--- src/rtl/core/wrbr_pkg.sv ---
// Types, constants and helper functions of the weighted random burst router.
// No dependencies; imported by the controller, datapath and top level.
`timescale 1ns / 1ps

package wrbr_pkg;

    localparam int NUM_STEPS    = 8;
    localparam int STEP_IDX_W   = $clog2(NUM_STEPS);
    localparam int CV_BITS      = 16;
    localparam int WEIGHT_BITS  = 8;
    localparam int BASE_BITS    = 24;
    localparam int VAR_BITS     = 7;
    localparam int RAND_BITS    = 16;
    localparam int LANE_BITS    = NUM_STEPS * WEIGHT_BITS;
    localparam int FACTOR_BITS  = 24;
    localparam int PROD_BITS    = BASE_BITS + FACTOR_BITS;
    localparam int QUOT_BITS    = 32;
    localparam int TARGET_BITS  = 25;
    localparam int SUM_BITS     = 11;
    localparam int PICK_BITS    = SUM_BITS + RAND_BITS;
    localparam int MODE_BITS    = 2;

    localparam int IN_TDATA_W   = 120;
    localparam int OUT_TDATA_W  = 144;
    localparam int OUT_CV_LSB   = NUM_STEPS + MODE_BITS;

    localparam int CFG_IDX_W    = 2;
    localparam int CFG_DATA_W   = 64;

    localparam logic [CFG_IDX_W-1:0] REG_BASE_PERIOD = 2'd0;
    localparam logic [CFG_IDX_W-1:0] REG_VARIATION   = 2'd1;
    localparam logic [CFG_IDX_W-1:0] REG_WEIGHTS     = 2'd2;
    localparam logic [CFG_IDX_W-1:0] REG_HOLD_MASK   = 2'd3;

    localparam logic [BASE_BITS-1:0] BASE_RESET      = 24'd48000;
    localparam logic [VAR_BITS-1:0]  VAR_RESET       = 7'd50;
    localparam logic [LANE_BITS-1:0] WEIGHTS_RESET   = {LANE_BITS{1'b1}};
    localparam logic [NUM_STEPS-1:0] HOLD_RESET      = '0;
    localparam logic [VAR_BITS-1:0]  VAR_MAX         = 7'd100;

    localparam logic [MODE_BITS-1:0] MODE_PICK       = 2'd0;
    localparam logic [MODE_BITS-1:0] MODE_INDEP      = 2'd1;
    localparam logic [MODE_BITS-1:0] MODE_ADVANCE    = 2'd2;

    // factor = 100 * 65536 means "no jitter"; target = base * factor / (100 * 65536)
    localparam logic [TARGET_BITS-1:0] FACTOR_UNITY  = 25'd6553600;
    // floor(n / 100) == (n * DIV100_MAGIC) >> DIV100_SHIFT for any 32-bit n
    localparam logic [QUOT_BITS-1:0]   DIV100_MAGIC  = 32'h51EB851F;
    localparam int                     DIV100_SHIFT  = 37;

    typedef logic [SUM_BITS-1:0] wrbr_cum_t [NUM_STEPS];

    typedef struct packed {
        logic capture;
        logic prod_en;
        logic quot_en;
        logic eval_en;
    } wrbr_cmd_t;

    typedef struct packed {
        logic draw;
        logic out_free;
    } wrbr_status_t;

    // w/255 > r/256  <=>  w*256 > r*255
    function automatic logic wrbr_passes(input logic [WEIGHT_BITS-1:0] w,
                                         input logic [WEIGHT_BITS-1:0] r);
        logic [15:0] lhs;
        logic [15:0] rhs;
        lhs = {w, 8'h00};
        rhs = {r, 8'h00} - 16'(r);
        return lhs > rhs;
    endfunction

    function automatic wrbr_cum_t wrbr_prefix(input logic [LANE_BITS-1:0] weights);
        wrbr_cum_t        cum;
        logic [SUM_BITS-1:0] acc;
        acc = '0;
        for (int i = 0; i < NUM_STEPS; i++) begin
            acc    = acc + SUM_BITS'(weights[WEIGHT_BITS*i +: WEIGHT_BITS]);
            cum[i] = acc;
        end
        return cum;
    endfunction

endpackage

--- src/rtl/core/wrbr_ctrl.sv ---
// Tick sequencer of the router: accepts a word, steps the target draw and the
// evaluation. Depends on wrbr_pkg; drives wrbr_datapath through wrbr_cmd_t.
`timescale 1ns / 1ps

module wrbr_ctrl
    import wrbr_pkg::*;
(
    input  logic         aclk,
    input  logic         aresetn,
    input  logic         s_valid,
    output logic         s_ready,
    input  wrbr_status_t status,
    output wrbr_cmd_t    cmd
);

    localparam logic [1:0] ST_IDLE  = 2'd0;
    localparam logic [1:0] ST_PROD  = 2'd1;
    localparam logic [1:0] ST_QUOT  = 2'd2;
    localparam logic [1:0] ST_EVAL  = 2'd3;

    logic [1:0] state_reg;
    logic [1:0] state_next;

    always_comb begin
        state_next = state_reg;
        cmd        = '0;
        s_ready    = 1'b0;
        unique case (state_reg)
            ST_IDLE: begin
                s_ready = 1'b1;
                if (s_valid) begin
                    cmd.capture = 1'b1;
                    state_next  = status.draw ? ST_PROD : ST_EVAL;
                end
            end
            ST_PROD: begin
                cmd.prod_en = 1'b1;
                state_next  = ST_QUOT;
            end
            ST_QUOT: begin
                cmd.quot_en = 1'b1;
                state_next  = ST_EVAL;
            end
            ST_EVAL: begin
                if (status.out_free) begin
                    cmd.eval_en = 1'b1;
                    state_next  = ST_IDLE;
                end
            end
            default: state_next = ST_IDLE;
        endcase
    end

    always_ff @(posedge aclk) begin
        if (!aresetn) begin
            state_reg <= ST_IDLE;
        end else begin
            state_reg <= state_next;
        end
    end

endmodule

--- src/rtl/core/wrbr_datapath.sv ---
// Router datapath: config registers, target draw multipliers, step selection,
// CV hold registers and the output word register. Depends on wrbr_pkg.
`timescale 1ns / 1ps

module wrbr_datapath
    import wrbr_pkg::*;
#(
    parameter int TIME_BITS = 24
) (
    input  logic                   aclk,
    input  logic                   aresetn,
    input  wrbr_cmd_t              cmd,
    output wrbr_status_t           status,
    input  logic [IN_TDATA_W-1:0]  s_data,
    input  logic                   cfg_we,
    input  logic [CFG_IDX_W-1:0]   cfg_index,
    input  logic [CFG_DATA_W-1:0]  cfg_data,
    output logic                   m_valid,
    input  logic                   m_ready,
    output logic [OUT_TDATA_W-1:0] m_data
);

    localparam int CMP_W = (TIME_BITS > TARGET_BITS) ? TIME_BITS : TARGET_BITS;
    localparam logic [TIME_BITS-1:0] TIME_MAX = {TIME_BITS{1'b1}};

    // configuration
    logic [BASE_BITS-1:0]   base_reg;
    logic [VAR_BITS-1:0]    var_reg;
    logic [LANE_BITS-1:0]   weights_reg;
    logic [NUM_STEPS-1:0]   hold_reg;
    wrbr_cum_t              cum_reg;

    // captured word
    logic                   gate_reg;
    logic                   btn_reg;
    logic [CV_BITS-1:0]     cv_reg;
    logic [LANE_BITS-1:0]   lanes_reg;
    logic [FACTOR_BITS-1:0] factor_reg;
    logic [PICK_BITS-1:0]   pick_thr_reg;
    logic                   draw_reg;
    logic [QUOT_BITS-1:0]   scaled_reg;
    logic [2*QUOT_BITS-1:0] recip_reg;

    // tick state
    logic [MODE_BITS-1:0]   mode_reg;
    logic [NUM_STEPS-1:0]   active_reg;
    logic [TIME_BITS-1:0]   elapsed_reg;
    logic [TARGET_BITS-1:0] target_reg;
    logic                   armed_reg;
    logic                   button_prev_reg;
    logic [CV_BITS-1:0]     held_reg [NUM_STEPS];

    logic                   out_valid_reg;
    logic [OUT_TDATA_W-1:0] out_data_reg;

    // input fields
    logic                   in_gate;
    logic                   in_btn;
    logic [CV_BITS-1:0]     in_cv;
    logic [RAND_BITS-1:0]   in_jitter;
    logic [RAND_BITS-1:0]   in_pick;
    logic [LANE_BITS-1:0]   in_lanes;

    assign in_gate   = s_data[0];
    assign in_btn    = s_data[1];
    assign in_cv     = s_data[2 +: CV_BITS];
    assign in_jitter = s_data[2 + CV_BITS +: RAND_BITS];
    assign in_pick   = s_data[2 + CV_BITS + RAND_BITS +: RAND_BITS];
    assign in_lanes  = s_data[2 + CV_BITS + 2*RAND_BITS +: LANE_BITS];

    assign status.draw     = in_gate & ~armed_reg;
    assign status.out_free = ~out_valid_reg | m_ready;
    assign m_valid         = out_valid_reg;
    assign m_data          = out_data_reg;

    // jitter factor and pick threshold, computed at capture
    logic [VAR_BITS-1:0]    var_clamp;
    logic [22:0]            var_jit;
    logic [TARGET_BITS-1:0] factor_wide;
    logic [PICK_BITS-1:0]   pick_thr;

    always_comb begin
        var_clamp   = (var_reg > VAR_MAX) ? VAR_MAX : var_reg;
        var_jit     = 23'(var_clamp) * 23'(in_jitter);
        factor_wide = FACTOR_UNITY + TARGET_BITS'({var_jit, 1'b0})
                      - TARGET_BITS'({var_clamp, 16'h0000});
        pick_thr    = PICK_BITS'(in_pick) * PICK_BITS'(cum_reg[NUM_STEPS-1]);
    end

    logic [PROD_BITS-1:0]   prod;
    logic [TARGET_BITS-1:0] target_new;

    assign prod       = PROD_BITS'(base_reg) * PROD_BITS'(factor_reg);
    assign target_new = recip_reg[DIV100_SHIFT +: TARGET_BITS];

    // tick evaluation
    logic                   btn_rise;
    logic [MODE_BITS-1:0]   mode_next;
    logic [NUM_STEPS-1:0]   act_btn;
    logic [NUM_STEPS-1:0]   active_next;
    logic [TARGET_BITS-1:0] target_use;
    logic                   overrun;
    logic                   fire;
    logic                   apply;
    logic [TIME_BITS-1:0]   elapsed_mid;
    logic [TIME_BITS-1:0]   elapsed_next;
    logic [STEP_IDX_W-1:0]  pick_sel;
    logic [NUM_STEPS-1:0]   indep_mask;
    logic [STEP_IDX_W-1:0]  adv_cur;
    logic [STEP_IDX_W-1:0]  adv_nxt;
    logic [STEP_IDX_W-1:0]  adv_idx;
    logic [NUM_STEPS-1:0]   adv_mask;
    logic [CV_BITS-1:0]     held_next [NUM_STEPS];
    logic [OUT_TDATA_W-1:0] out_word;

    always_comb begin
        btn_rise = btn_reg & ~button_prev_reg;
        mode_next = mode_reg;
        act_btn   = active_reg;
        if (btn_rise) begin
            mode_next = (mode_reg >= MODE_ADVANCE) ? MODE_PICK : mode_reg + 2'd1;
            act_btn   = (mode_next == MODE_ADVANCE) ? NUM_STEPS'(1) : '0;
        end

        target_use = draw_reg ? target_new : target_reg;
        overrun    = gate_reg && (CMP_W'(elapsed_reg) > CMP_W'(target_use));
        fire       = gate_reg && (draw_reg || overrun);
        apply      = fire && (cum_reg[NUM_STEPS-1] != '0);

        elapsed_mid  = overrun ? '0 : elapsed_reg;
        elapsed_next = '0;
        if (gate_reg) begin
            elapsed_next = (elapsed_mid != TIME_MAX) ? elapsed_mid + 1'b1 : elapsed_mid;
        end

        pick_sel = '0;
        for (int i = NUM_STEPS - 1; i >= 0; i--) begin
            if ({cum_reg[i], 16'h0000} > pick_thr_reg) begin
                pick_sel = STEP_IDX_W'(i);
            end
        end

        for (int i = 0; i < NUM_STEPS; i++) begin
            indep_mask[i] = wrbr_passes(weights_reg[WEIGHT_BITS*i +: WEIGHT_BITS],
                                        lanes_reg[WEIGHT_BITS*i +: WEIGHT_BITS]);
        end

        adv_cur = '0;
        for (int i = NUM_STEPS - 1; i >= 0; i--) begin
            if (act_btn[i]) begin
                adv_cur = STEP_IDX_W'(i);
            end
        end
        adv_nxt = adv_cur;
        adv_idx = adv_cur;
        for (int k = NUM_STEPS; k >= 1; k--) begin
            adv_idx = STEP_IDX_W'((int'(adv_cur) + k) % NUM_STEPS);
            if (weights_reg[WEIGHT_BITS*adv_idx +: WEIGHT_BITS] != '0) begin
                adv_nxt = adv_idx;
            end
        end
        adv_mask = act_btn;
        if (wrbr_passes(weights_reg[WEIGHT_BITS*adv_nxt +: WEIGHT_BITS],
                        lanes_reg[WEIGHT_BITS-1:0])) begin
            adv_mask[adv_cur] = 1'b0;
            adv_mask[adv_nxt] = 1'b1;
        end

        active_next = act_btn;
        if (apply) begin
            case (mode_next)
                MODE_PICK: begin
                    active_next = '0;
                    active_next[pick_sel] = 1'b1;
                end
                MODE_INDEP:   active_next = indep_mask;
                MODE_ADVANCE: active_next = adv_mask;
                default:      active_next = act_btn;
            endcase
        end

        out_word = '0;
        out_word[NUM_STEPS-1:0]          = active_next;
        out_word[NUM_STEPS +: MODE_BITS] = mode_next;
        for (int i = 0; i < NUM_STEPS; i++) begin
            held_next[i] = (apply && active_next[i] && hold_reg[i]) ? cv_reg : held_reg[i];
            if (hold_reg[i]) begin
                out_word[OUT_CV_LSB + CV_BITS*i +: CV_BITS] = held_next[i];
            end else if (active_next[i]) begin
                out_word[OUT_CV_LSB + CV_BITS*i +: CV_BITS] = cv_reg;
            end
        end
    end

    always_ff @(posedge aclk) begin
        if (!aresetn) begin
            base_reg    <= BASE_RESET;
            var_reg     <= VAR_RESET;
            weights_reg <= WEIGHTS_RESET;
            hold_reg    <= HOLD_RESET;
            cum_reg     <= wrbr_prefix(WEIGHTS_RESET);
        end else if (cfg_we) begin
            unique case (cfg_index)
                REG_BASE_PERIOD: base_reg <= cfg_data[BASE_BITS-1:0];
                REG_VARIATION:   var_reg  <= cfg_data[VAR_BITS-1:0];
                REG_WEIGHTS: begin
                    weights_reg <= cfg_data[LANE_BITS-1:0];
                    cum_reg     <= wrbr_prefix(cfg_data[LANE_BITS-1:0]);
                end
                REG_HOLD_MASK:   hold_reg <= cfg_data[NUM_STEPS-1:0];
                default: ;
            endcase
        end
    end

    always_ff @(posedge aclk) begin
        if (cmd.capture) begin
            gate_reg     <= in_gate;
            btn_reg      <= in_btn;
            cv_reg       <= in_cv;
            lanes_reg    <= in_lanes;
            factor_reg   <= factor_wide[FACTOR_BITS-1:0];
            pick_thr_reg <= pick_thr;
            draw_reg     <= status.draw;
        end
        if (cmd.prod_en) begin
            scaled_reg <= prod[PROD_BITS-1 -: QUOT_BITS];
        end
        if (cmd.quot_en) begin
            recip_reg <= (2*QUOT_BITS)'(scaled_reg) * (2*QUOT_BITS)'(DIV100_MAGIC);
        end
        if (cmd.eval_en) begin
            out_data_reg <= out_word;
        end
    end

    always_ff @(posedge aclk) begin
        if (!aresetn) begin
            mode_reg        <= MODE_PICK;
            active_reg      <= '0;
            elapsed_reg     <= '0;
            target_reg      <= '0;
            armed_reg       <= 1'b0;
            button_prev_reg <= 1'b0;
            out_valid_reg   <= 1'b0;
            for (int i = 0; i < NUM_STEPS; i++) begin
                held_reg[i] <= '0;
            end
        end else begin
            if (cmd.eval_en) begin
                mode_reg        <= mode_next;
                active_reg      <= active_next;
                elapsed_reg     <= elapsed_next;
                target_reg      <= target_use;
                armed_reg       <= gate_reg;
                button_prev_reg <= btn_reg;
                for (int i = 0; i < NUM_STEPS; i++) begin
                    held_reg[i] <= held_next[i];
                end
                out_valid_reg <= 1'b1;
            end else if (m_ready) begin
                out_valid_reg <= 1'b0;
            end
        end
    end

endmodule

--- src/rtl/core/weighted_random_burst_router.sv ---
// Weighted random burst router, top level; uses wrbr_pkg, wrbr_ctrl and
// wrbr_datapath. One input word is one sample tick and yields one result word.
// A tick with the gate low or already armed goes from capture straight to
// evaluation; the tick that opens the gate first has its jittered period
// target pass through a 24x24 multiply and a 32x32 reciprocal multiply
// (divide by 100) in turn. A finished word waits in the output register while
// the next input word is taken; evaluation stalls only if that register is
// still full. Configuration writes are taken every cycle.
`timescale 1ns / 1ps

module weighted_random_burst_router
    import wrbr_pkg::*;
#(
    parameter int TIME_BITS = 24
) (
    input  logic                   aclk,
    input  logic                   aresetn,
    input  logic                   s_axis_tvalid,
    output logic                   s_axis_tready,
    // gate[0], mode_button[1], cv_sample[17:2], random_jitter[33:18],
    // random_pick[49:34], random_lanes[113:50], zero pad[119:114]
    input  logic [IN_TDATA_W-1:0]  s_axis_tdata,
    output logic                   m_axis_tvalid,
    input  logic                   m_axis_tready,
    // gate_mask[7:0], mode_now[9:8], step_cv_0[25:10] .. step_cv_7[137:122],
    // zero pad[143:138]
    output logic [OUT_TDATA_W-1:0] m_axis_tdata,
    input  logic                   cfg_valid,
    output logic                   cfg_ready,
    input  logic [CFG_IDX_W-1:0]   cfg_index,
    input  logic [CFG_DATA_W-1:0]  cfg_data
);

    wrbr_cmd_t    cmd;
    wrbr_status_t status;

    assign cfg_ready = 1'b1;

    wrbr_ctrl u_ctrl (
        .aclk    (aclk),
        .aresetn (aresetn),
        .s_valid (s_axis_tvalid),
        .s_ready (s_axis_tready),
        .status  (status),
        .cmd     (cmd)
    );

    wrbr_datapath #(
        .TIME_BITS (TIME_BITS)
    ) u_datapath (
        .aclk      (aclk),
        .aresetn   (aresetn),
        .cmd       (cmd),
        .status    (status),
        .s_data    (s_axis_tdata),
        .cfg_we    (cfg_valid & cfg_ready),
        .cfg_index (cfg_index),
        .cfg_data  (cfg_data),
        .m_valid   (m_axis_tvalid),
        .m_ready   (m_axis_tready),
        .m_data    (m_axis_tdata)
    );

endmodule

--- config.mk ---
export PLATFORM = sky130hd
export DESIGN_NAME = weighted_random_burst_router
export DESIGN_NICKNAME = d
export VERILOG_FILES = /design/src/rtl/core/wrbr_pkg.sv /design/src/rtl/core/wrbr_ctrl.sv /design/src/rtl/core/wrbr_datapath.sv /design/src/rtl/core/weighted_random_burst_router.sv
export SDC_FILE = /design/constraint.sdc
export NUM_CORES = 2
export LEC_CHECK = 0
export BUFFER_PORTS_ARGS = -buffer_cell sky130_fd_sc_hd__buf_2
export CORE_MARGIN = 2
export CORE_UTILIZATION = 30
export DETAILED_ROUTE_END_ITERATION = 8
export GPL_ROUTABILITY_DRIVEN = 0
export SETUP_SLACK_MARGIN = 0.1
export SLEW_MARGIN = 20
export SYNTH_ARGS = -nofsm -noshare
export SYNTH_HDL_FRONTEND = slang
export SYNTH_SLANG_ARGS = --single-unit
export TNS_END_PERCENT = 1
--- constraint.sdc ---
create_clock -name aclk -period 9.7 [get_ports aclk]
set_input_delay 0.97 -clock aclk [delete_from_list [all_inputs] [get_ports aclk]]
set_output_delay 0.97 -clock aclk [all_outputs]
set_load 0.05 [all_outputs]
==> summary.txt <==
Setup path
  • R2R setup slack: 0.77 ns
  • CP Data Required Time: 10.13 ns
  • Reg2reg end: u_datapath.recip_reg[61]
  • Critical R2R Launch: u_datapath.scaled_reg[8]
  • Crit path max fanout: 10
  • Crit Path Class: flip-flop to flip-flop
  • WP data arrival: 9.36 ns
  • Element type at the critical path end: flip-flop
  • Worst reg2reg path depth: 26
  • Startpoint type of the worst setup path: flip-flop

Logic synthesis
  • Syn avg cell area: 9.828 um^2
  • Yosys warns: 0
  • Mapped cell area: 0.07900 mm^2
  • Prevailing post-synth register cell: edfxtp_1
  • Post-synth EDFFs: 456
  • Seq/Total Area, Yosys: 0.2344
  • Post-synthesis instance total: 8,038
  • Seq cells post-synth: 697
  • Library cells used by synthesis: 107
  • Ys async rst share: 0

Global route
  • Gr ovfl total: 0
  • Global-route wire length before repair: 355.2 mm
  • Initial antenna violation count: 33
  • Pin count of the biggest net entering global routing: 157
  • Vias in the first global route: 61,991
  • Gr usage total: 0.1695

Routing
  • Drt via density: 4.957
  • Iteration-0 DRC Markers: 4,247
  • Wire per inst: 19.14 um
  • Routed WL: 226.1 mm
  • TritonRoute pass-1 iters: 6
  • Drt drc: 0
  • DR vias: 58,561
  • Final ANT Viol Nets: 0

Floorplanning
  • Row Count: 188
  • Die area: 0.2674 mm^2
  • Die Span Y: 517.2 um
  • Core ar.: 0.2620 mm^2
  • I/O pin cnt: 338
  • Initial Util: 0.3015
  • Die Wd: 517.2 um

STA
  • Skew final: 0.03322 ns
  • Minimum clock period: 8.929 ns
  • Slew HR: 0.2169
  • Period utilisation layout: 0.9205
  • Setup TNS: 0 ns
  • Final Hold Fails: 0
  • Setup violators final: 0
  • Slew Viols, Final: 0
  • RSZ-0062 raised after global routing: no
  • Achievable frequency: 112.0 MHz
  • Slew @ Worst Pin: 1.172 ns

Job
  • Max Cap Viol: 0

Clock network
  • Hold_buf cts: 0
  • Clk slew on worst S/H paths: 0.06 ns
  • Skew-Pair Late Insertion Delay: 0.70 ns
  • Clock Path Buffers: 3
  • Clock sinks: 697
  • Clock Tree Root: clkbuf_16
  • Htree depth: 3
  • Postcts setup bufs: 0
  • CTS Buf Count: 75
  • TritonCTS clock tree: yes
  • Resize count post-CTS: 0

Worst hold path
  • Hold endpoint: u_datapath.lanes_reg[7]
  • Hold crit path type: input port to flip-flop
  • Worst Min Path Start: s_axis_tdata[57]
  • Hold Path Stages: 1

Finish
  • Most common cell after layout, fill and taps aside: inv_1
  • Max reg flops: 138
  • Multi-input logic area: 0.05431 mm^2
  • Fill cell count: 26,785
  • Reg area: 0.01852 mm^2
  • Layout cells sized above 1: 0.07770
  • Commonest non-fill, non-tap cells in the layout: inv_1 (1,319), nand2_1 (1,199), fa_1 (1,050)
  • Area Growth Syn to Fin: 10.24%
  • Final net count: 10,412

Placed design
  • Final HPWL DP: 180.5 mm
  • Number of I/O port buffers: 324

Run status
  • Outcome: completed
[metrics by stage]
stage / setup slack (ns) / instance area, um^2 / hold WS, ns / utilization / cells
2_1_floorplan: 2.303 / 79020 / 0.4228 / - / 8043
3_3_place_gp: 0.7980 / 84490 / 0.4403 / 0.3224 / 11652
3_5_place_dp: 0.7725 / 84500 / 0.4493 / 0.3225 / 11652
4_1_cts: 0.7231 / 86990 / 0.3905 / 0.3320 / 11789
5_1_grt: 0.4579 / 87080 / 0.4064 / 0.3323 / 11808
6_report: 0.7707 / 87090 / 0.4445 / 0.3324 / 11813
[cell families after synthesis]
logic type | synth area share
adder cells (fa/ha/maj) | 0.4175
multiplexers | 0.02677
AND/OR/NAND/NOR | 0.1340
AO/OA/AOI/OAI | 0.08765
other | 0.00009507
XOR/XNOR | 0.02016
flip-flops | 0.2344
buffers and inverters | 0.07940
[per-layer routing]
metal  up-vias  GRT usage  routed length (um)
li1      26702          -                   -
met3       426    0.02983               15500
met2      1887     0.2775              104500
met5         -          0                 213
met4        34    0.06395                9220
met1     29512     0.2224               96650
[how the worst max path moves through the flow]
stage	start	endpoint	slack [ns]
floorplan	u_datapath.scaled_reg[12]	u_datapath.recip_reg[58]	2.30
global placement	u_datapath.scaled_reg[6]	u_datapath.recip_reg[61]	0.80
detailed placement	u_datapath.scaled_reg[8]	u_datapath.recip_reg[61]	0.77
CTS	u_datapath.scaled_reg[8]	u_datapath.recip_reg[61]	0.72
global route	u_datapath.scaled_reg[8]	u_datapath.recip_reg[61]	0.46
finish	u_datapath.scaled_reg[8]	u_datapath.recip_reg[61]	0.77
[worst max-delay path, cell delays in order (launching register included)]
cell      delay [ns]
edfxtp_1        0.80
ha_1            0.41
fa_1            0.51
inv_1           0.06
fa_1            0.48
fa_1            0.55
inv_1           0.05
fa_1            0.48
inv_1           0.05
fa_1            0.49
inv_1           0.05
fa_1            0.53
fa_1            0.44
ha_1            0.32
and3_1          0.18
and3_1          0.35
nand3_1         0.12
o22ai_1         0.45
o41ai_1         0.16
buf_4           0.17
o21ai_0         0.77
a31o_2          0.31
nand4_1         0.19
a311o_1         0.35
nand3_1         0.13
a31oi_1         0.11
xnor2_1         0.13
[layout make-up]
type	count	area share
well taps	3515	0.05050
clock buffers	99	0.02419
inverters	1327	0.05731
clock inverters	38	0.004439
repair buffers	411	0.02661
diodes	23	0.0006609
multi-input cells	5703	0.6236
flip-flops and latches	697	0.2126
[cell usage after synthesis, drive strengths merged, types with 8 or more instances]
cell type / count / area [um^2]
a211oi: 55 / 422.9
a21boi: 14 / 135.1
a21o: 138 / 1036
a21oi: 249 / 1257
a22o: 102 / 893.4
a22oi: 8 / 60.06
a31oi: 25 / 171.4
a32o: 18 / 180.2
and2: 266 / 1664
and3: 50 / 312.8
and4: 11 / 96.34
buf: 41 / 259.0
clkbuf: 275 / 1032
dfxtp: 241 / 4825
edfxtp: 456 / 13690
fa: 1050 / 21020
ha: 956 / 11960
inv: 1324 / 4970
mux2: 12 / 135.1
mux2i: 172 / 1750
mux4: 10 / 229.0
nand2: 1202 / 4522
nand2b: 33 / 206.5
nand3: 187 / 965.9
nand4: 50 / 312.8
nor2: 304 / 1146
nor2b: 49 / 309.1
nor3: 65 / 347.8
nor4: 27 / 183.9
o211ai: 31 / 232.7
o21a: 41 / 309.1
o21ai: 151 / 763.2
o21bai: 28 / 210.2
o22ai: 23 / 143.9
o311ai: 10 / 87.59
o31ai: 16 / 138.9
or2: 26 / 162.6
or3: 25 / 166.4
xnor2: 133 / 1172
xor2: 48 / 420.4
Power is left out: the tool's default activity adds up to more than one toggle a clock period on the data nets, which glitch-free logic cannot reach.
